--- src/rtl/lfas_pkg.sv ---
package lfas_pkg;

	localparam int CH_REG_W     = 13;
	localparam int NODE_REG_W   = 11;
	localparam int LEVEL_W      = 8;
	localparam int BRIGHT_W     = 9;
	localparam int CFG_IDX_W    = 8;
	localparam int CFG_DATA_W   = 13;
	localparam int TDATA_W      = 160;

	localparam int CH_REG_MAX   = 2 ** CH_REG_W - 1;
	localparam int NODE_REG_MAX = 2 ** NODE_REG_W - 1;
	localparam int MAX_MODE_CPN = 3;

	localparam logic [BRIGHT_W:0] BRIGHT_SAT = 10'd510;

	localparam logic [CFG_IDX_W-1:0] REG_CHANNEL_COUNT     = 8'd0;
	localparam logic [CFG_IDX_W-1:0] REG_NODE_COUNT        = 8'd1;
	localparam logic [CFG_IDX_W-1:0] REG_CHANNELS_PER_NODE = 8'd2;
	localparam logic [CFG_IDX_W-1:0] REG_ACTIVE_THRESHOLD  = 8'd3;

	typedef struct packed {
		logic [CH_REG_W-1:0]   channel_count;
		logic [NODE_REG_W-1:0] node_count;
		logic [CH_REG_W-1:0]   channels_per_node;
		logic [LEVEL_W-1:0]    active_threshold;
	} cfg_t;

	typedef struct packed {
		logic                  restart;
		logic                  last;
		logic                  close;
		logic                  act_ch;
		logic                  act_node;
		logic                  cmp;
		logic                  chg_valid;
		logic [LEVEL_W-1:0]    level;
		logic [BRIGHT_W-1:0]   b;
		logic [NODE_REG_W-1:0] idx;
	} ev_t;

	typedef struct packed {
		logic [12:0] act_ch;
		logic [10:0] act_nodes;
		logic [19:0] lsum;
		logic [7:0]  lmax;
		logic [18:0] bsum;
		logic [9:0]  runs;
		logic [10:0] longest;
		logic [28:0] wsum;
		logic [18:0] wtsum;
		logic [18:0] chg;
	} acc_t;

endpackage

--- src/rtl/lfas_frame_acc.sv ---
module lfas_frame_acc #(
	parameter int AW = 10
) (
	input  logic                          clk,
	input  logic                          arst_n,
	input  logic                          in_accept,
	input  lfas_pkg::ev_t                 ev,
	output logic                          s1_ready,
	input  logic [lfas_pkg::BRIGHT_W-1:0] prev_b,
	output logic                          wr_en,
	output logic [AW-1:0]                 wr_addr,
	output logic [lfas_pkg::BRIGHT_W-1:0] wr_data,
	output logic                          m_tvalid,
	input  logic                          m_tready,
	output logic [lfas_pkg::TDATA_W-1:0]  m_tdata,
	output logic [0:0]                    m_tuser
);

	lfas_pkg::ev_t  ev_s1;
	logic           valid_s1;
	lfas_pkg::acc_t acc_q, acc_b, acc_n, res_n, out_q;
	logic [10:0]    run_q, run_b, run_n;
	logic           out_valid_q, out_cv_q;
	logic           out_free, s1_go;
	logic [19:0]    prod;
	logic [8:0]     diff;

	assign out_free = !out_valid_q || m_tready;
	assign s1_go    = valid_s1 && (!ev_s1.last || out_free);
	assign s1_ready = !valid_s1 || s1_go;

	assign wr_en   = s1_go && ev_s1.close;
	assign wr_addr = ev_s1.idx[AW-1:0];
	assign wr_data = ev_s1.b;

	always_comb begin
		acc_b = ev_s1.restart ? '0 : acc_q;
		run_b = ev_s1.restart ? '0 : run_q;
		prod  = {11'd0, ev_s1.b} * {9'd0, ev_s1.idx};
		diff  = (ev_s1.b > prev_b) ? ev_s1.b - prev_b : prev_b - ev_s1.b;

		acc_n        = acc_b;
		run_n        = run_b;
		acc_n.lsum   = acc_b.lsum + {12'd0, ev_s1.level};
		acc_n.lmax   = (ev_s1.level > acc_b.lmax) ? ev_s1.level : acc_b.lmax;
		acc_n.act_ch = acc_b.act_ch + {12'd0, ev_s1.act_ch};
		if (ev_s1.close) begin
			acc_n.bsum = acc_b.bsum + {10'd0, ev_s1.b};
			if (ev_s1.act_node) begin
				acc_n.act_nodes = acc_b.act_nodes + 11'd1;
				acc_n.wsum      = acc_b.wsum + {9'd0, prod};
				acc_n.wtsum     = acc_b.wtsum + {10'd0, ev_s1.b};
				if (run_b == '0) begin
					acc_n.runs = acc_b.runs + 10'd1;
				end
				run_n = run_b + 11'd1;
				if (run_n > acc_b.longest) begin
					acc_n.longest = run_n;
				end
			end else begin
				run_n = '0;
			end
			if (ev_s1.cmp) begin
				acc_n.chg = acc_b.chg + {10'd0, diff};
			end
		end

		res_n     = acc_n;
		res_n.chg = ev_s1.chg_valid ? acc_n.chg : '0;
	end

	always_ff @(posedge clk or negedge arst_n) begin
		if (!arst_n) begin
			valid_s1    <= 1'b0;
			acc_q       <= '0;
			run_q       <= '0;
			out_valid_q <= 1'b0;
		end else begin
			if (in_accept) begin
				valid_s1 <= 1'b1;
			end else if (s1_go) begin
				valid_s1 <= 1'b0;
			end
			if (s1_go) begin
				if (ev_s1.last) begin
					acc_q <= '0;
					run_q <= '0;
				end else begin
					acc_q <= acc_n;
					run_q <= run_n;
				end
			end
			if (s1_go && ev_s1.last) begin
				out_valid_q <= 1'b1;
			end else if (m_tready) begin
				out_valid_q <= 1'b0;
			end
		end
	end

	always_ff @(posedge clk) begin
		if (in_accept) begin
			ev_s1 <= ev;
		end
		if (s1_go && ev_s1.last) begin
			out_q    <= res_n;
			out_cv_q <= ev_s1.chg_valid;
		end
	end

	assign m_tvalid = out_valid_q;
	assign m_tuser  = out_cv_q;
	assign m_tdata  = {1'b0, out_q.chg, out_q.wtsum, out_q.wsum, out_q.longest, out_q.runs,
		out_q.bsum, out_q.lmax, out_q.lsum, out_q.act_nodes, out_q.act_ch};

`ifndef ASSERT_OFF
	a_s1_hold: assert property (@(posedge clk) disable iff (!arst_n)
		valid_s1 && !s1_go |=> valid_s1 && $stable(ev_s1))
		else $error("stalled beat in accumulate stage lost");
	a_run_bound: assert property (@(posedge clk) disable iff (!arst_n)
		acc_q.longest >= run_q)
		else $error("current run exceeds longest run");
`endif

endmodule

--- config.mk ---
export PLATFORM = sky130hd
export DESIGN_NAME = lfas_frame_acc
export DESIGN_NICKNAME = d
export VERILOG_FILES = /design/src/rtl/lfas_pkg.sv /design/src/rtl/lfas_frame_acc.sv
export SDC_FILE = /design/constraint.sdc
export NUM_CORES = 1
export LEC_CHECK = 0
export BUFFER_PORTS_ARGS = -buffer_cell sky130_fd_sc_hd__buf_2
export CAP_MARGIN = 20
export CORE_UTILIZATION = 60
export DETAILED_ROUTE_END_ITERATION = 10
export PLACE_DENSITY_LB_ADDON = 0.12
export RECOVER_POWER = 100
export SETUP_SLACK_MARGIN = 0.15
export SLEW_MARGIN = 20
export SYNTH_ARGS = -nofsm -noshare
export SYNTH_HDL_FRONTEND = slang
export SYNTH_SLANG_ARGS = --single-unit
--- constraint.sdc ---
create_clock -name clk -period 11.6 [get_ports clk]
set_clock_uncertainty 0.1 [all_clocks]
set_input_delay 0.58 -clock clk [delete_from_list [all_inputs] [get_ports clk]]
set_output_delay 0.58 -clock clk [all_outputs]
set_load 0.02 [all_outputs]
==> qor.yml <==
outcome: "finished with violations"
failed_checks: "max-capacitance violations, max-slew violations"
vias: 17590
post_synth_instance_area_um2: 23000
fin_crit_ps: 7992
drt_pre_antenna_iters: 5
yosys.area_share.simple: 0.1527
path_clk_slew_ps: 60
layout-drive-gt1-share: 0.04994
area_delta_synth_final_pct: 10.43
multi_input_area_um2: 11610
num_rows: 71
clockBufferDepth: 3
async_reset_ff_frac: 0.4687
cts_setup_buffers: 0
dieWidth_um: 197.8
grtUsageTotal: 0.2980
insertion_delay_ps: 570
clock_sinks: 367
ioPinCount: 231
vias_per_cell: 5.875
r2r_start: "ev_s1[33]$_DFFE_PP_"
yosysUniqueCellTypes: 66
antennaDiodeCount: 0
yosys_warnings: 0
grt_pass1_wl_um: 91160
timing_hold_violations_final: 0
crit_required_ps: 11950
synth.area.mux_share: 0.01463
wl_per_cell_um: 19.01
synth_cells: 2276
peakVddDrop_mv: 0.2245
rr_endpoint: "acc_q[58]$_DFFE_PN0P_"
syn_nets: 2540
dieArea_um2: 39120
synth-seq-cells: 367
dieHeight_um: 197.8
ff2ff_path_depth: 7
fin_crit_sh: 0.6890
cp_cell_sequence: "clkbuf_1 -> nand3_1 -> nand2_1 -> nor2_1 -> clkbuf_1 -> nand2_1 -> o21ai_0"
port_buffers: 229
grt_pass1_vias: 17380
synth_xor_area_frac: 0.04988
maxCapViolations: 15
finalMaxSlewViolations: 701
syn_area_per_cell_um2: 10.11
placed_cell_area_um2: 24450
crit_arrival_ps: 8340
rsz0062_at_grt: "false"
yosysSeqAreaShare: 0.4417
slowest_stage: "nor2_1"
seq_area_um2: 10160
core-area_um2: 37670
p_leak_nw: 10.90
worst_pin_slew_ps: 4037
final_cell_mix: "nand2_1 (296), clkbuf_1 (211), edfxtp_1 (195)"
gp_congestion: 0.9663
cts-root-buf: "clkbuf_16"
grt_max_degree: 129
cts_tree: "done"
hpwl_um: 39370
ctsHtreeMaxLevel: 2
power.density_nw_per_um2: 188.3
worst_hold_path.endpoint: "wr_data[6]$_DFFE_PP_"
start_kind: "flip-flop"
synth_compound_area_frac: 0.1425
synth_ff_type: "edfxtp_1"
finalNetCount: 2716
n_fill_cell: 3104
slew-limit-headroom: -1.692
mostFrequentLayoutCell: "nand2_1"
synth_edf_count: 195
synth-adder-area-share: 0.1456
crit_fanout: 53
postRouteAntennaNets: 0
start_util: 0.6107
cts_buffers: 41
setup_tns_ps: 0
antenna_found_initial: 0
route.detailed.drc: 0
hp-class: "input port to flip-flop"
setup_viol: 0
drt_iter0_drc: 1200
worstSetupPathType: "flip-flop to flip-flop"
hold_depth: 1
r2r_slack_ps: 3610
synth_top_family_by_area: "simple AND/OR/NAND/NOR gates"
clock.fmax_mhz: 125.1
finalWirelength_um: 56920
cpPeakStageDelay_ps: 2530
finalInstanceArea_um2: 25400
end_kind: "flip-flop"
min_from: "ev[17]"
grt_overflow: 0
[repair_timing]
action	CTS	global route
hold buffers	1	0
hold endpoints to repair	61	0
gates resized for setup	0	0
setup endpoints to repair	0	0
[worst max-delay path by stage]
| stage | start | depth (start not counted) | to | slack (ps) |
|---|---|---|---|---|
| 5_1_grt | ev_s1[33]$_DFFE_PP_ | 6 | m_tdata[143]$_SDFFCE_PN0P_ | 3060 |
| 3_3_place_gp | wr_data[1]$_DFFE_PP_ | 20 | m_tdata[120]$_DFFE_PP_ | 5220 |
| 4_1_cts | wr_data[1]$_DFFE_PP_ | 20 | m_tdata[120]$_DFFE_PP_ | 5110 |
| 2_1_floorplan | m_tready | 6 | acc_q[24]$_DFFE_PN0P_ | 3070 |
| 3_5_place_dp | wr_data[1]$_DFFE_PP_ | 20 | m_tdata[120]$_DFFE_PP_ | 5140 |
| 6_report | ev_s1[33]$_DFFE_PP_ | 7 | acc_q[58]$_DFFE_PN0P_ | 3610 |
[state kept, by name (all words and copies together), names as in the netlist]
| register | cells |
|---|---|
| acc_q | 159 |
| m_tdata | 159 |
| ev_s1 | 16 |
| run_q | 11 |
| wr_addr | 10 |
| wr_data | 9 |
| m_tuser | 1 |
| m_tvalid | 1 |
| valid_s1 | 1 |
[synth_stat cells (all sizes together), types with 8 or more instances]
cell,number,share of area
a21o,41,0.013
a21oi,96,0.021
a22o,76,0.029
a22oi,8,0.0026
a31oi,23,0.0063
and2,78,0.021
and3,17,0.0046
buf,39,0.0099
clkbuf,78,0.013
dfrtp,172,0.19
edfxtp,195,0.25
fa,86,0.075
ha,130,0.071
inv,185,0.030
mux2,13,0.0064
mux2i,19,0.0083
nand2,296,0.048
nand2b,9,0.0024
nand3,52,0.011
nand4,16,0.0044
nor2,122,0.020
nor2b,86,0.023
nor3,21,0.0048
nor4,15,0.0041
o21a,24,0.0078
o21ai,123,0.027
o21bai,12,0.0039
o31ai,11,0.0036
or3,12,0.0033
xnor2,87,0.033
xor2,44,0.017
[worst max-delay path: cells and delay by family (launching register included)]
kind                   cells  cell delay (ps)
AND/OR/NAND/NOR            4             4770
buffers and inverters      2             2150
AO/OA/AOI/OAI              1              470
flip-flops                 1              370
[metrics by stage]
stage / power, mW / util / setup WS (ps) / cells / hold WS [ps]
after floorplan: 3.096 / - / 3072 / 2276 / 184.4
after global placement: 3.517 / 0.6492 / 5220 / 2918 / 341.6
after detailed placement: 3.549 / 0.6492 / 5142 / 2918 / 356.6
after CTS: 4.831 / 0.6832 / 5105 / 2993 / 49.25
after global routing: 5.127 / 0.6744 / 3055 / 2994 / 54.15
final: 4.782 / 0.6744 / 3608 / 2994 / 79.71
[report_power, final]
group / total [mW] / internal [mW] / switching (mW)
clock: 1.26 / 0.721 / 0.537
sequential: 1.60 / 1.52 / 0.0799
combinational: 1.92 / 0.721 / 1.20
[cell families (layout without fill, tap and decap cells)]
logic type,count (synthesis),count (layout)
flops,367,367
compound gates,490,490
other cells,1,1
xor+xnor,131,131
fa+ha+maj,216,216
buf+inv,302,509
mux,32,32
simple gates,737,737
[routing by layer]
layer / routed length [µm] / share of wire / GRT usage
met3: 3439 / 0.060 / 0.04701
met5: 0 / 0 / 0
met4: 1977 / 0.035 / 0.1114
met1: 24650 / 0.43 / 0.4043
met2: 26850 / 0.47 / 0.4840
[area by class of cell]
type / instances / share of cell area
well taps: 511 / 0.02517
multi-input cells: 1607 / 0.4569
repair buffers: 250 / 0.04054
inverters: 185 / 0.02734
clock inverters: 23 / 0.008177
flip-flops and latches: 367 / 0.4000
clock buffers: 51 / 0.04187
Note: power is estimated with default switching activity, not from simulation.
