===== config.mk =====
export PLATFORM = sky130hd
export DESIGN_NAME = lfas_node
export DESIGN_NICKNAME = d
export VERILOG_FILES = /design/src/rtl/lfas_pkg.sv /design/src/rtl/lfas_node.sv
export SDC_FILE = /design/constraint.sdc
export NUM_CORES = 1
export LEC_CHECK = 0
export BUFFER_PORTS_ARGS = -buffer_cell sky130_fd_sc_hd__buf_2
export CORE_ASPECT_RATIO = 0.9
export CORE_MARGIN = 2
export CORE_UTILIZATION = 60
export DETAILED_ROUTE_END_ITERATION = 7
export PLACE_DENSITY_LB_ADDON = 0.3
export SLEW_MARGIN = 40
export SYNTH_ARGS = -nofsm -noshare
export SYNTH_HDL_FRONTEND = slang
export SYNTH_SLANG_ARGS = --single-unit

===== constraint.sdc =====
create_clock -name clk -period 10.8 [get_ports clk]
set_input_delay 0.54 -clock clk [delete_from_list [all_inputs] [get_ports clk]]
set_output_delay 0.54 -clock clk [all_outputs]
set_load 0.02 [all_outputs]

===== src/rtl/lfas_pkg.sv =====
package lfas_pkg;

	localparam int CH_REG_W     = 13;
	localparam int NODE_REG_W   = 11;
	localparam int LEVEL_W      = 8;
	localparam int BRIGHT_W     = 9;
	localparam int CFG_IDX_W    = 8;
	localparam int CFG_DATA_W   = 13;
	localparam int TDATA_W      = 160;

	localparam int CH_REG_MAX   = 2 ** CH_REG_W - 1;
	localparam int NODE_REG_MAX = 2 ** NODE_REG_W - 1;
	localparam int MAX_MODE_CPN = 3;

	localparam logic [BRIGHT_W:0] BRIGHT_SAT = 10'd510;

	localparam logic [CFG_IDX_W-1:0] REG_CHANNEL_COUNT     = 8'd0;
	localparam logic [CFG_IDX_W-1:0] REG_NODE_COUNT        = 8'd1;
	localparam logic [CFG_IDX_W-1:0] REG_CHANNELS_PER_NODE = 8'd2;
	localparam logic [CFG_IDX_W-1:0] REG_ACTIVE_THRESHOLD  = 8'd3;

	typedef struct packed {
		logic [CH_REG_W-1:0]   channel_count;
		logic [NODE_REG_W-1:0] node_count;
		logic [CH_REG_W-1:0]   channels_per_node;
		logic [LEVEL_W-1:0]    active_threshold;
	} cfg_t;

	typedef struct packed {
		logic                  restart;
		logic                  last;
		logic                  close;
		logic                  act_ch;
		logic                  act_node;
		logic                  cmp;
		logic                  chg_valid;
		logic [LEVEL_W-1:0]    level;
		logic [BRIGHT_W-1:0]   b;
		logic [NODE_REG_W-1:0] idx;
	} ev_t;

	typedef struct packed {
		logic [12:0] act_ch;
		logic [10:0] act_nodes;
		logic [19:0] lsum;
		logic [7:0]  lmax;
		logic [18:0] bsum;
		logic [9:0]  runs;
		logic [10:0] longest;
		logic [28:0] wsum;
		logic [18:0] wtsum;
		logic [18:0] chg;
	} acc_t;

endpackage


===== src/rtl/lfas_node.sv =====
module lfas_node #(
	parameter int MAX_CHANNELS = 4096,
	parameter int MAX_NODES    = 1024
) (
	input  logic                         clk,
	input  logic                         arst_n,
	input  logic                         accept,
	input  logic [lfas_pkg::LEVEL_W-1:0] level,
	input  logic                         new_window,
	input  lfas_pkg::cfg_t               cfg,
	output lfas_pkg::ev_t                ev
);

	localparam int CCAP = (MAX_CHANNELS < lfas_pkg::CH_REG_MAX) ? MAX_CHANNELS
		: lfas_pkg::CH_REG_MAX;
	localparam int NCAP = (MAX_NODES < lfas_pkg::NODE_REG_MAX) ? MAX_NODES
		: lfas_pkg::NODE_REG_MAX;
	localparam int CW = $clog2(CCAP + 1);
	localparam int PW = (CCAP > 1) ? $clog2(CCAP) : 1;

	logic [PW-1:0]                   pos_q, pos_b;
	logic [CW-1:0]                   pin_q, pin_b, pin_n, pos_inc, cc_eff;
	logic [lfas_pkg::NODE_REG_W-1:0] idx_q, idx_b, idx_n, prev_q, nc_eff;
	logic [lfas_pkg::BRIGHT_W-1:0]   acc_q, acc_b, acc_n, b;
	logic [lfas_pkg::BRIGHT_W:0]     sum, bsel;
	logic [lfas_pkg::CH_REG_W-1:0]   cc_raw, cpn_eff;
	logic                            have_q, have_b;
	logic                            max_mode, in_node, last, close;

	always_comb begin
		cc_raw   = (cfg.channel_count == '0) ? 13'd1 : cfg.channel_count;
		cc_eff   = (cc_raw > 13'(CCAP)) ? CW'(CCAP) : CW'(cc_raw);
		nc_eff   = (cfg.node_count > 11'(NCAP)) ? 11'(NCAP) : cfg.node_count;
		cpn_eff  = (cfg.channels_per_node == '0) ? 13'd1 : cfg.channels_per_node;
		max_mode = cpn_eff >= 13'(lfas_pkg::MAX_MODE_CPN);

		pos_b  = new_window ? '0 : pos_q;
		pin_b  = new_window ? '0 : pin_q;
		idx_b  = new_window ? '0 : idx_q;
		acc_b  = new_window ? '0 : acc_q;
		have_b = new_window ? 1'b0 : have_q;

		pos_inc = CW'(pos_b) + CW'(1);
		last    = pos_inc >= cc_eff;
		in_node = idx_b < nc_eff;

		sum = {1'b0, acc_b} + {2'b00, level};
		if (max_mode) begin
			acc_n = ({1'b0, level} > acc_b) ? {1'b0, level} : acc_b;
		end else begin
			acc_n = (sum > lfas_pkg::BRIGHT_SAT) ? lfas_pkg::BRIGHT_SAT[8:0] : sum[8:0];
		end
		pin_n = pin_b + CW'(1);
		close = in_node && ((13'(pin_n) >= cpn_eff) || last);

		bsel = (max_mode || pin_n == CW'(1)) ? {acc_n, 1'b0} : {1'b0, acc_n};
		b    = (bsel > lfas_pkg::BRIGHT_SAT) ? lfas_pkg::BRIGHT_SAT[8:0] : bsel[8:0];

		idx_n = idx_b + {10'd0, close};

		ev.restart   = new_window;
		ev.last      = last;
		ev.close     = close;
		ev.act_ch    = level > cfg.active_threshold;
		ev.act_node  = b > {cfg.active_threshold, 1'b0};
		ev.cmp       = have_b && (idx_b < prev_q);
		ev.chg_valid = have_b && (prev_q == idx_n);
		ev.level     = level;
		ev.b         = b;
		ev.idx       = idx_b;
	end

	always_ff @(posedge clk or negedge arst_n) begin
		if (!arst_n) begin
			pos_q  <= '0;
			pin_q  <= '0;
			idx_q  <= '0;
			acc_q  <= '0;
			prev_q <= '0;
			have_q <= 1'b0;
		end else if (accept) begin
			if (last) begin
				pos_q  <= '0;
				pin_q  <= '0;
				idx_q  <= '0;
				acc_q  <= '0;
				prev_q <= idx_n;
				have_q <= idx_n != '0;
			end else begin
				pos_q  <= PW'(pos_inc);
				idx_q  <= idx_n;
				have_q <= have_b;
				if (close) begin
					pin_q <= '0;
					acc_q <= '0;
				end else if (in_node) begin
					pin_q <= pin_n;
					acc_q <= acc_n;
				end else begin
					pin_q <= pin_b;
					acc_q <= acc_b;
				end
			end
		end
	end

`ifndef ASSERT_OFF
	a_history: assert property (@(posedge clk) disable iff (!arst_n)
		accept && ev.last |=> have_q == (prev_q != '0))
		else $error("frame history flag out of step with node count");
`endif

endmodule


==> results.sh, run 1 <==
export IMPL_status="finished, final reports clean"
export IMPL_area_growth_pct=12.8
export IMPL_place_congestion=0.946
export IMPL_cts_sinks=57
export IMPL_timing_slew_headroom_pct=47.0
export IMPL_yosys_warnings=0
export IMPL_first_iter_violations=416
export IMPL_tightest_slew_ps=787
export IMPL_yosys_top_cells_count="ha_1, inv_1, nand2_1, dfrtp_1, nor2_1"
export IMPL_final_antenna_net_count=0
export IMPL_period_share_pct=62.2
export IMPL_place_ws_ps=4270
export IMPL_arrival_ps=6180
export IMPL_synth_seq_cells=57
export IMPL_cts_resized=0
export IMPL_syn_num_nets=888
export IMPL_cts_tree="done"
export IMPL_initial_core_util_pct=61.2
export IMPL_ctsHoldBuffers=0
export IMPL_setup_tns_ps=0
export IMPL_worstSetupEndpointType="output pin"
export IMPL_post_cts_setup_buffer_count=0
export IMPL_vias_per_cell=6.25
export IMPL_critPathKind="in -> out"
export IMPL_grt_pass1_wl_mm=27.4
export IMPL_vdd_ir_drop_max_mv=0.144
export IMPL_synth_top_area_cell="dfrtp_1"
export IMPL_crit_path_frequent_cell="ha_1"
export IMPL_seqPwrFrac_pct=27.1
export IMPL_p_leak_nw=3.39
export IMPL_vias=5959
export IMPL_r2r_end="have_q"
export IMPL_setup_violations_final=0
export IMPL_fill_cells=799
export IMPL_seq_area_um2=1430
export IMPL_drc=0
export IMPL_yosysTopAreaCellShare_pct=22.9
export IMPL_synth_edf_count=0
export IMPL_grt_start_max_net_pins=59
export IMPL_critical_path_cell_count=24
export IMPL_synth_cell_types=82
export IMPL_finalCriticalPeriod_ps=6720
export IMPL_drv_slew=0
export IMPL_finClkSkew_ps=4.54
export IMPL_antenna_found_initial=0
export IMPL_cpMaxStageDelayCell="a311oi_1"
export IMPL_cts_root_buffer="clkbuf_16"
export IMPL_gr_usage_all_layers_pct=29.8
export IMPL_p_int_w=0.000600
export IMPL_rr_startpoint="pin_q[0]"
export IMPL_grt_pass1_vias=5804
export IMPL_path_cells="buf_2 -> buf_4 -> inv_2 -> nand2_1 -> inv_1 -> ha_1 -> and4_1 -> nand4_1 -> mux2i_1 -> ha_1 -> nand4_1 -> nor3_1 -> nor2_1 -> a21boi_0 -> a311oi_1 -> a21boi_0 -> ha_1 -> ha_1 -> xor2_1 -> xnor2_1 -> nor3_1 -> nand3_1 -> nor4_1 -> buf_2"
export IMPL_power_switching_w=0.000336
export IMPL_port_buffers=91
export IMPL_clkPwrFrac_pct=35.2
export IMPL_maxCapViolCount=0
export IMPL_critical_path_buf_inv_count=5
export IMPL_rsz0062_at_grt="false"
export IMPL_ys_flop_type="dfrtp_1"
export IMPL_dp_hpwl_mm=12.5
export IMPL_yosysMostFrequentCell="ha_1"
export IMPL_critPathTopFamily="simple AND/OR/NAND/NOR gates"
export IMPL_switching_share_pct=35.9
export IMPL_nNetsFinal=958
export IMPL_critPathRequiredTime_ps=10260
export IMPL_synth_area_leaders="dfrtp_1, ha_1, xnor2_1, inv_1, o21ai_0"
export IMPL_num_antenna_cells=0
export IMPL_firstDrtPassIters=5
export IMPL_wl_per_cell_um=17.2
export IMPL_power_w=0.000937
export IMPL_cts_made_buffers=9
export IMPL_io_pins=92
export IMPL_rr_worst_depth=20
export IMPL_clkTransAtPathRegs_ps=60
export IMPL_r2r_slack_ps=5530
export IMPL_synth_cells=749
export IMPL_rows=35
export IMPL_die_y_um=101
export IMPL_cp_max_fo=58
export IMPL_die_x_um=111
export IMPL_synthArstFlopShare_pct=100
export IMPL_seq_area_frac_synth_pct=22.9
export IMPL_finalHoldViolCount=0
export IMPL_clk_latency_ps=340
export IMPL_syn_area_per_cell_um2=8.30
export IMPL_drive_above_1_share_pct=18.0
export IMPL_combPwrFrac_pct=37.7
export IMPL_multi_input_area_um2=4330
export IMPL_fmax_mhz=149
export IMPL_grt_overflow_total=0
export IMPL_wirelength_mm=16.4
export IMPL_slowest_delay_ps=620
export IMPL_cellPowerDensity_nw_per_um2=134
export IMPL_die_area_um2=11200
export IMPL_synth_cell_area_um2=6220
export IMPL_critPathLaunchType="input pin"
export IMPL_critPathCapture="ev[28]"
export IMPL_coreArea_um2=10200
export IMPL_clockBufferDepth=2
export IMPL_worst_slack_ps=4080
export IMPL_timing_critical_path_from="new_window"
export IMPL_hp_class="in -> async"
export IMPL_cts_max_level=3
[power by group through the flow]
stage                     combinational [W]  clock (W)  sequential (W)
final                              0.000353   0.000330        0.000254
after detailed placement           0.000344          0        0.000256
after global routing               0.000386   0.000343        0.000256
after global placement             0.000331          0        0.000255
after CTS                          0.000347   0.000334        0.000253
after floorplan                    0.000255          0        0.000250
[layout make-up]
| cell class | count | area share, % |
|---|---|---|
| tap | 129 | 2.30 |
| multi-input combinational | 586 | 61.8 |
| inverter | 70 | 3.75 |
| clock inverter | 7 | 1.69 |
| timing repair buffer | 95 | 6.96 |
| sequential | 57 | 20.3 |
| clock buffer | 9 | 3.21 |
[kinds of logic after synthesis]
group	after synthesis	synth area share [%]
xor+xnor	40	5.63
fa+ha+maj	82	16.5
simple gates	267	23.5
compound gates	184	21.6
flops	57	22.9
buf+inv	106	7.48
mux	13	2.31
[flip-flops by register name, summed over array words and instances, names as in the netlist]
| register | flops |
|---|---|
| pos_q | 12 |
| have_q | 1 |
| prev_q | 11 |
| pin_q | 13 |
| idx_q | 11 |
| acc_q | 9 |
[per-layer routing]
layer  share of wire [%]  track usage [%]  vias up
li1                    -                -     2870
met1                  43             38.5     2791
met2                  48             50.2      256
met3                 6.6             5.53       42
met4                 2.7             11.5        0
met5                   0                0        -
[stage by stage]
stage	hold slack (ps)	util, %	area [um2]	std cells
2_1_floorplan	244	-	6220	749
3_3_place_gp	477	65.6	6670	937
3_5_place_dp	485	65.6	6670	937
4_1_cts	360	69.0	7010	953
5_1_grt	406	69.0	7010	953
6_report	338	69.0	7010	953
[layout by cell type (no fill, tap or decap), drive strengths merged, types with 5 or more instances in the layout]
master	n
buf	95
ha	82
inv	68
nand2	58
dfrtp	57
o21ai	51
nor2	48
nand3	40
xnor2	29
nand4	23
a21oi	22
nor2b	19
o21a	16
a22o	15
nor3	14
xor2	11
a21o	11
mux2	11
nor4	10
clkbuf	9
and3	8
o211ai	7
or3	7
a21boi	7
o22ai	6
nand3b	6
and4	6
o31ai	6
and3b	5
nand2b	5
a211oi	5
o2bb2ai	5
[worst min path at each step]
stage	from	end	slack [ps]	cells past startpoint
after CTS	arst_n	acc_q[6]	360	2
after global routing	arst_n	acc_q[5]	410	2
final	arst_n	acc_q[5]	340	2
after global placement	acc_q[7]	acc_q[7]	480	1
after detailed placement	acc_q[0]	acc_q[0]	480	1
after floorplan	arst_n	acc_q[0]	240	0
Note: power is estimated with default switching activity, not from simulation.
==> run 2, diff against run 1 <==
--- a/config.mk
+++ b/config.mk
@@ -8,7 +8,7 @@
 export BUFFER_PORTS_ARGS = -buffer_cell sky130_fd_sc_hd__buf_2
 export CORE_ASPECT_RATIO = 0.9
 export CORE_MARGIN = 2
-export CORE_UTILIZATION = 60
+export CORE_UTILIZATION = 53
 export DETAILED_ROUTE_END_ITERATION = 7
 export PLACE_DENSITY_LB_ADDON = 0.3
 export SLEW_MARGIN = 40
==> constraint.sdc (replaced) <==
create_clock -name clk -period 6.1 [get_ports clk]
set_input_delay 0.305 -clock clk [delete_from_list [all_inputs] [get_ports clk]]
set_output_delay 0.305 -clock clk [all_outputs]
set_load 0.02 [all_outputs]
==> run 2 against run 1 <==
Critical path depth is the same. Utilization decreased by 7.3 points. Die area grew 13%. First-iteration DRC count decreased by 3.4%. Worst hold slack improved by 120 ps. Final area up 0.57%. Combinational power grew 77%. Highest routed layer unchanged.
==> results.sh, run 2 (synthesis gave the netlist of run 1 again) <==
export IMPL_status="finished, final reports clean"
export IMPL_final_cell_mix="buf_2, ha_1, inv_1, nand2_1, dfrtp_1"
export IMPL_crit_path_frequent_cell="ha_1"
export IMPL_finalNonFillerCells=986
export IMPL_grt_pass1_vias=5867
export IMPL_drv_slew=0
export IMPL_critPathRequiredTime_ps=5790
export IMPL_drive_above_1_share_pct=18.3
export IMPL_clockBufferDepth=2
export IMPL_clkTransAtPathRegs_ps=50
export IMPL_fmax_mhz=181
export IMPL_grt_busiest_layer="met2"
export IMPL_fill_cells=1008
export IMPL_gr_usage_all_layers_pct=27.0
export IMPL_die_area_um2=12600
export IMPL_maxCapViolCount=0
export IMPL_cts_sinks=57
export IMPL_wirelength_mm=16.9
export IMPL_vias_per_cell=5.99
export IMPL_setup_tns_ps=0
export IMPL_tightest_slew_ps=694
export IMPL_initial_core_util_pct=54.4
export IMPL_wl_per_cell_um=17.2
export IMPL_cellPowerDensity_nw_per_um2=219
export IMPL_r2r_slack_ps=1190
export IMPL_cp_max_fo=7
export IMPL_first_iter_violations=402
export IMPL_final_antenna_net_count=0
export IMPL_critical_path_buf_inv_count=3
export IMPL_path_cells="nand2_1 -> inv_1 -> ha_1 -> and4_1 -> nand4_1 -> xor2_1 -> nor2_1 -> ha_1 -> nand4_1 -> nor3_1 -> nor2_1 -> a21boi_0 -> a311oi_1 -> buf_4 -> a21boi_0 -> ha_1 -> ha_1 -> nand4_1 -> nor4_1 -> xnor2_1 -> nor2_1 -> xnor2_1 -> nor4_1 -> buf_2"
export IMPL_grt_use_met2_pct=45.3
export IMPL_rsz0062_at_grt="false"
export IMPL_vdd_ir_drop_max_mv=0.132
export IMPL_die_y_um=107
export IMPL_grt_pass1_wl_mm=28.0
export IMPL_area_growth_pct=13.4
export IMPL_critPathLaunchType="flop"
export IMPL_finalHoldViolCount=0
export IMPL_port_buffers=91
export IMPL_vias=5907
export IMPL_hp_class="in -> async"
export IMPL_clk_latency_ps=330
export IMPL_multi_input_area_um2=4330
export IMPL_dp_hpwl_mm=13.0
export IMPL_firstDrtPassIters=5
export IMPL_grt_use_met3_pct=4.95
export IMPL_dp_cells=969
export IMPL_place_congestion=0.922
export IMPL_antenna_found_initial=0
export IMPL_worstSetupEndpointType="output pin"
export IMPL_cts_tree="done"
export IMPL_top_register="pin_q"
export IMPL_finalCriticalPeriod_ps=5530
export IMPL_cts_max_level=3
export IMPL_cpMaxStageDelayCell="dfrtp_1"
export IMPL_setup_violations_final=0
export IMPL_cts_resized=0
export IMPL_num_antenna_cells=0
export IMPL_die_x_um=118
export IMPL_grt_overflow_total=0
export IMPL_largest_register_ffs=13
export IMPL_power_w=0.00155
export IMPL_seq_area_um2=1430
export IMPL_final_common_cell="buf_2"
export IMPL_coreArea_um2=11400
export IMPL_grt_start_max_net_pins=58
export IMPL_arrival_ps=5230
export IMPL_finish_utilization_pct=61.7
export IMPL_grtUsageMet1_pct=35.1
export IMPL_holdWs_ps=460
export IMPL_slowest_delay_ps=410
export IMPL_p_leak_nw=3.41
export IMPL_io_pins=92
export IMPL_period_share_pct=90.7
export IMPL_top_regs="pin_q x13, pos_q x12"
export IMPL_rows=37
export IMPL_finClkSkew_ps=5.61
export IMPL_drc=0
export IMPL_critPathTopFamily="simple AND/OR/NAND/NOR gates"
export IMPL_cts_root_buffer="clkbuf_16"
export IMPL_nNetsFinal=965
export IMPL_timing_slew_headroom_pct=53.3
export IMPL_cts_made_buffers=9
export IMPL_critPathKind="reg -> out"
run 2: metal layers:
layer / wire length, um / vias to the layer above / part of all wire (%)
met4: 442 / 0 / 2.6
met2: 7970 / 223 / 47
met3: 1090 / 38 / 6.4
met5: 0 / - / 0
met1: 7430 / 2761 / 44
li1: - / 2885 / -
run 2: final timing paths:
path | start | endpoint | depth (start not counted)
worst max-delay path | pin_q[0] | ev[28] | 24
worst min-delay path | arst_n | pos_q[2] | 3
worst max register to register | pin_q[0] | have_q | 20
worst min register to register | prev_q[10] | prev_q[10] | 1
max in group asynchronous | arst_n | pin_q[4] | 4
min in group clk | accept | idx_q[0] | 3
run 2: power breakdown:
group	internal, W	leakage, nW	total (W)	switching [W]
sequential	0.000412	0.776	0.000451	0.0000388
clock	0.000304	0.138	0.000470	0.000166
combinational	0.000254	2.49	0.000626	0.000372
run 2: timing repair:
item                                    4_1_cts  5_1_grt
endpoints found under the setup margin        0        0
hold endpoints to repair                      0       16
hold buffers                                  0        1
setup buffers                                 0        0
run 2: final cells by class:
cell class              instances  area share [%]
inverters                      70            3.72
clock buffers                  13            3.83
clock inverters                 2           0.177
multi-input cells             586            61.4
repair buffers                102            7.88
well taps                     156            2.77
flip-flops and latches         57            20.2
run 2: worst register-to-register path, delay by kind of cell, from the launching register on:
kind | cells | cell delay (ps)
flops | 1 | 410
mux | 1 | 310
fa+ha+maj | 4 | 980
simple gates | 7 | 1860
buf+inv | 2 | 290
compound gates | 5 | 710
xor+xnor | 1 | 220
run 2: metrics by stage:
stage / setup WS [ps] / area [um2]
2_1_floorplan: 287 / 6220
3_3_place_gp: 964 / 6740
3_5_place_dp: 771 / 6740
4_1_cts: 579 / 7020
5_1_grt: 63.6 / 7050
6_report: 570 / 7050
==> run 3, diff against run 2 <==
--- a/config.mk
+++ b/config.mk
@@ -11,6 +11,7 @@
 export CORE_UTILIZATION = 53
 export DETAILED_ROUTE_END_ITERATION = 7
 export PLACE_DENSITY_LB_ADDON = 0.3
+export SKIP_CTS_REPAIR_TIMING = 1
 export SLEW_MARGIN = 40
 export SYNTH_ARGS = -nofsm -noshare
 export SYNTH_HDL_FRONTEND = slang
==> constraint.sdc (replaced) <==
create_clock -name clk -period 6.1 [get_ports clk]
set_input_delay 0.305 -clock clk [delete_from_list [all_inputs] [get_ports clk]]
set_output_delay 0.305 -clock clk [all_outputs]
set_load 0.1 [all_outputs]
==> run 3 against run 2 <==
Fmax is 1.6% lower. Critical endpoint unchanged. Clock skew is 2.4 ps higher. Register-to-register slack lost 100 ps. Sequential cell count did not move. Utilization up 1.2 points.
==> results.sh, run 3 (synthesis gave the netlist of run 1 again) <==
export IMPL_crit_path_frequent_cell="ha_1"
export IMPL_rr_worst_depth=23
export IMPL_wirelength_mm=17.2
export IMPL_finClkSkew_ps=8.02
export IMPL_clk_latency_ps=330
export IMPL_critical_path_cell_count=24
export IMPL_fill_cells=979
export IMPL_wl_per_cell_um=17.5
export IMPL_cp_max_fo=7
export IMPL_hp_class="in -> async"
export IMPL_critical_path_buf_inv_count=3
export IMPL_cpMaxStageDelayCell="dfrtp_1"
export IMPL_period_share_pct=92.1
export IMPL_clkTransAtPathRegs_ps=50
export IMPL_area_growth_pct=15.7
export IMPL_grt_pass1_vias=5982
export IMPL_grt_start_max_net_pins=58
export IMPL_power_w=0.00182
export IMPL_top_regs="pin_q x13, pos_q x12"
export IMPL_setup_violations_final=0
export IMPL_grt_pass1_wl_mm=28.7
export IMPL_io_pins=92
export IMPL_cts_tree="done"
export IMPL_dp_cells=969
export IMPL_final_common_cell="buf_2"
export IMPL_critPathLaunchType="flop"
export IMPL_final_cell_mix="buf_2, ha_1, inv_1, dfrtp_1, nand2_1"
export IMPL_critPathRequiredTime_ps=5790
export IMPL_vias_per_cell=6.09
export IMPL_die_x_um=118
export IMPL_worstSetupEndpointType="output pin"
export IMPL_largest_register_ffs=13
export IMPL_rsz0062_at_grt="false"
export IMPL_cellPowerDensity_nw_per_um2=253
export IMPL_worst_slack_ps=482
export IMPL_die_y_um=107
export IMPL_finalCriticalPeriod_ps=5620
export IMPL_dp_hpwl_mm=13.4
export IMPL_top_register="pin_q"
export IMPL_initial_core_util_pct=54.4
export IMPL_vdd_ir_drop_max_mv=0.195
export IMPL_arrival_ps=5310
export IMPL_drc=0
export IMPL_gr_usage_all_layers_pct=28.1
export IMPL_cts_max_level=3
export IMPL_nNetsFinal=963
export IMPL_num_antenna_cells=0
export IMPL_die_area_um2=12600
export IMPL_place_ws_ps=719
export IMPL_critPathKind="reg -> out"
export IMPL_fmax_mhz=178
export IMPL_p_leak_nw=3.42
export IMPL_first_iter_violations=387
export IMPL_port_buffers=91
export IMPL_clockBufferDepth=2
export IMPL_vias=6000
export IMPL_rows=37
export IMPL_maxCapViolCount=0
export IMPL_path_cells="nand2_1 -> inv_1 -> ha_1 -> and4_2 -> nand4_1 -> xor2_1 -> nor2_1 -> ha_1 -> nand4_1 -> nor3_1 -> nor2_1 -> a21boi_0 -> a311oi_1 -> buf_4 -> a21boi_0 -> ha_1 -> ha_1 -> nand4_1 -> nor2_1 -> xor2_2 -> xnor2_1 -> nand3_1 -> nor4_4 -> buf_12"
export IMPL_timing_slew_headroom_pct=51.3
export IMPL_coreArea_um2=11400
export IMPL_holdWs_ps=114
export IMPL_critPathTopFamily="simple AND/OR/NAND/NOR gates"
export IMPL_slowest_delay_ps=460
export IMPL_grt_overflow_total=0
export IMPL_status="finished, final reports clean"
export IMPL_drive_above_1_share_pct=20.6
export IMPL_final_antenna_net_count=0
export IMPL_cts_root_buffer="clkbuf_16"
export IMPL_drv_slew=0
export IMPL_finalNonFillerCells=985
export IMPL_place_congestion=0.931
export IMPL_finalHoldViolCount=0
export IMPL_antenna_found_initial=0
export IMPL_cts_sinks=57
export IMPL_tightest_slew_ps=730
export IMPL_firstDrtPassIters=5
export IMPL_cts_made_buffers=9
==> run 3: cell count changes in the layout (fill, tap and decap cells not counted), moves of 2 or more <==
cell       previous run  this run
nand2_1              58        56
ha_1                 82        78
clkinv_2              1         3
o31ai_2               2         4
o31ai_1               3         1
clkbuf_8              3         0
nor2_2                0         3
nor2_1               48        45
inv_1                67        65
nor4_1                8         6
ha_4                  0         4
bufinv_16             0         2
==> run 3: final timing paths <==
path	end	slack [ps]	from
min in group clk	idx_q[5]	480	accept
worst min-delay path	pos_q[4]	110	arst_n
worst max register to register	have_q	1090	pin_q[0]
worst max-delay path	ev[28]	480	pin_q[0]
max in group asynchronous	pin_q[3]	5490	arst_n
worst min register to register	pin_q[12]	500	pin_q[12]
==> run 3: cell type report <==
cell class	instances	area, um2	share of cell area, %
Clock buffer	10	229	3.18
Clock inverter	6	82.6	1.15
Inverter	70	268	3.72
Multi-Input combinational cell	586	4450	61.9
Sequential cell	57	1430	19.8
Tap cell	156	195	2.71
Timing Repair Buffer	100	541	7.51
==> run 3: where the power goes <==
group	switching, W	leakage [nW]	internal (W)	total (W)
Combinational	0.000575	2.49	0.000264	0.000839
Clock	0.000176	0.152	0.000355	0.000531
Sequential	0.0000404	0.776	0.000412	0.000452
Total	0.000791	3.42	0.00103	0.00182
==> run 3: metrics by stage <==
stage | cell area [um2] | util [%] | TNS (ps)
after detailed placement | 6860 | 60.0 | 0
after floorplan | 6350 | - | -1430
final | 7190 | 62.9 | 0
after global routing | 7190 | 62.9 | 0
after CTS | 7180 | 62.8 | 0
after global placement | 6860 | 60.0 | 0
==> run 3: routing by layer <==
layer | routed length, um | up-vias | GRT usage (%) | share of wire, %
met3 | 1130 | 36 | 3.72 | 6.6
met2 | 7940 | 208 | 44.9 | 46
li1 | - | 2883 | - | -
met4 | 335 | 0 | 9.64 | 1.9
met5 | 0 | - | 0 | 0
met1 | 7820 | 2873 | 39.3 | 45
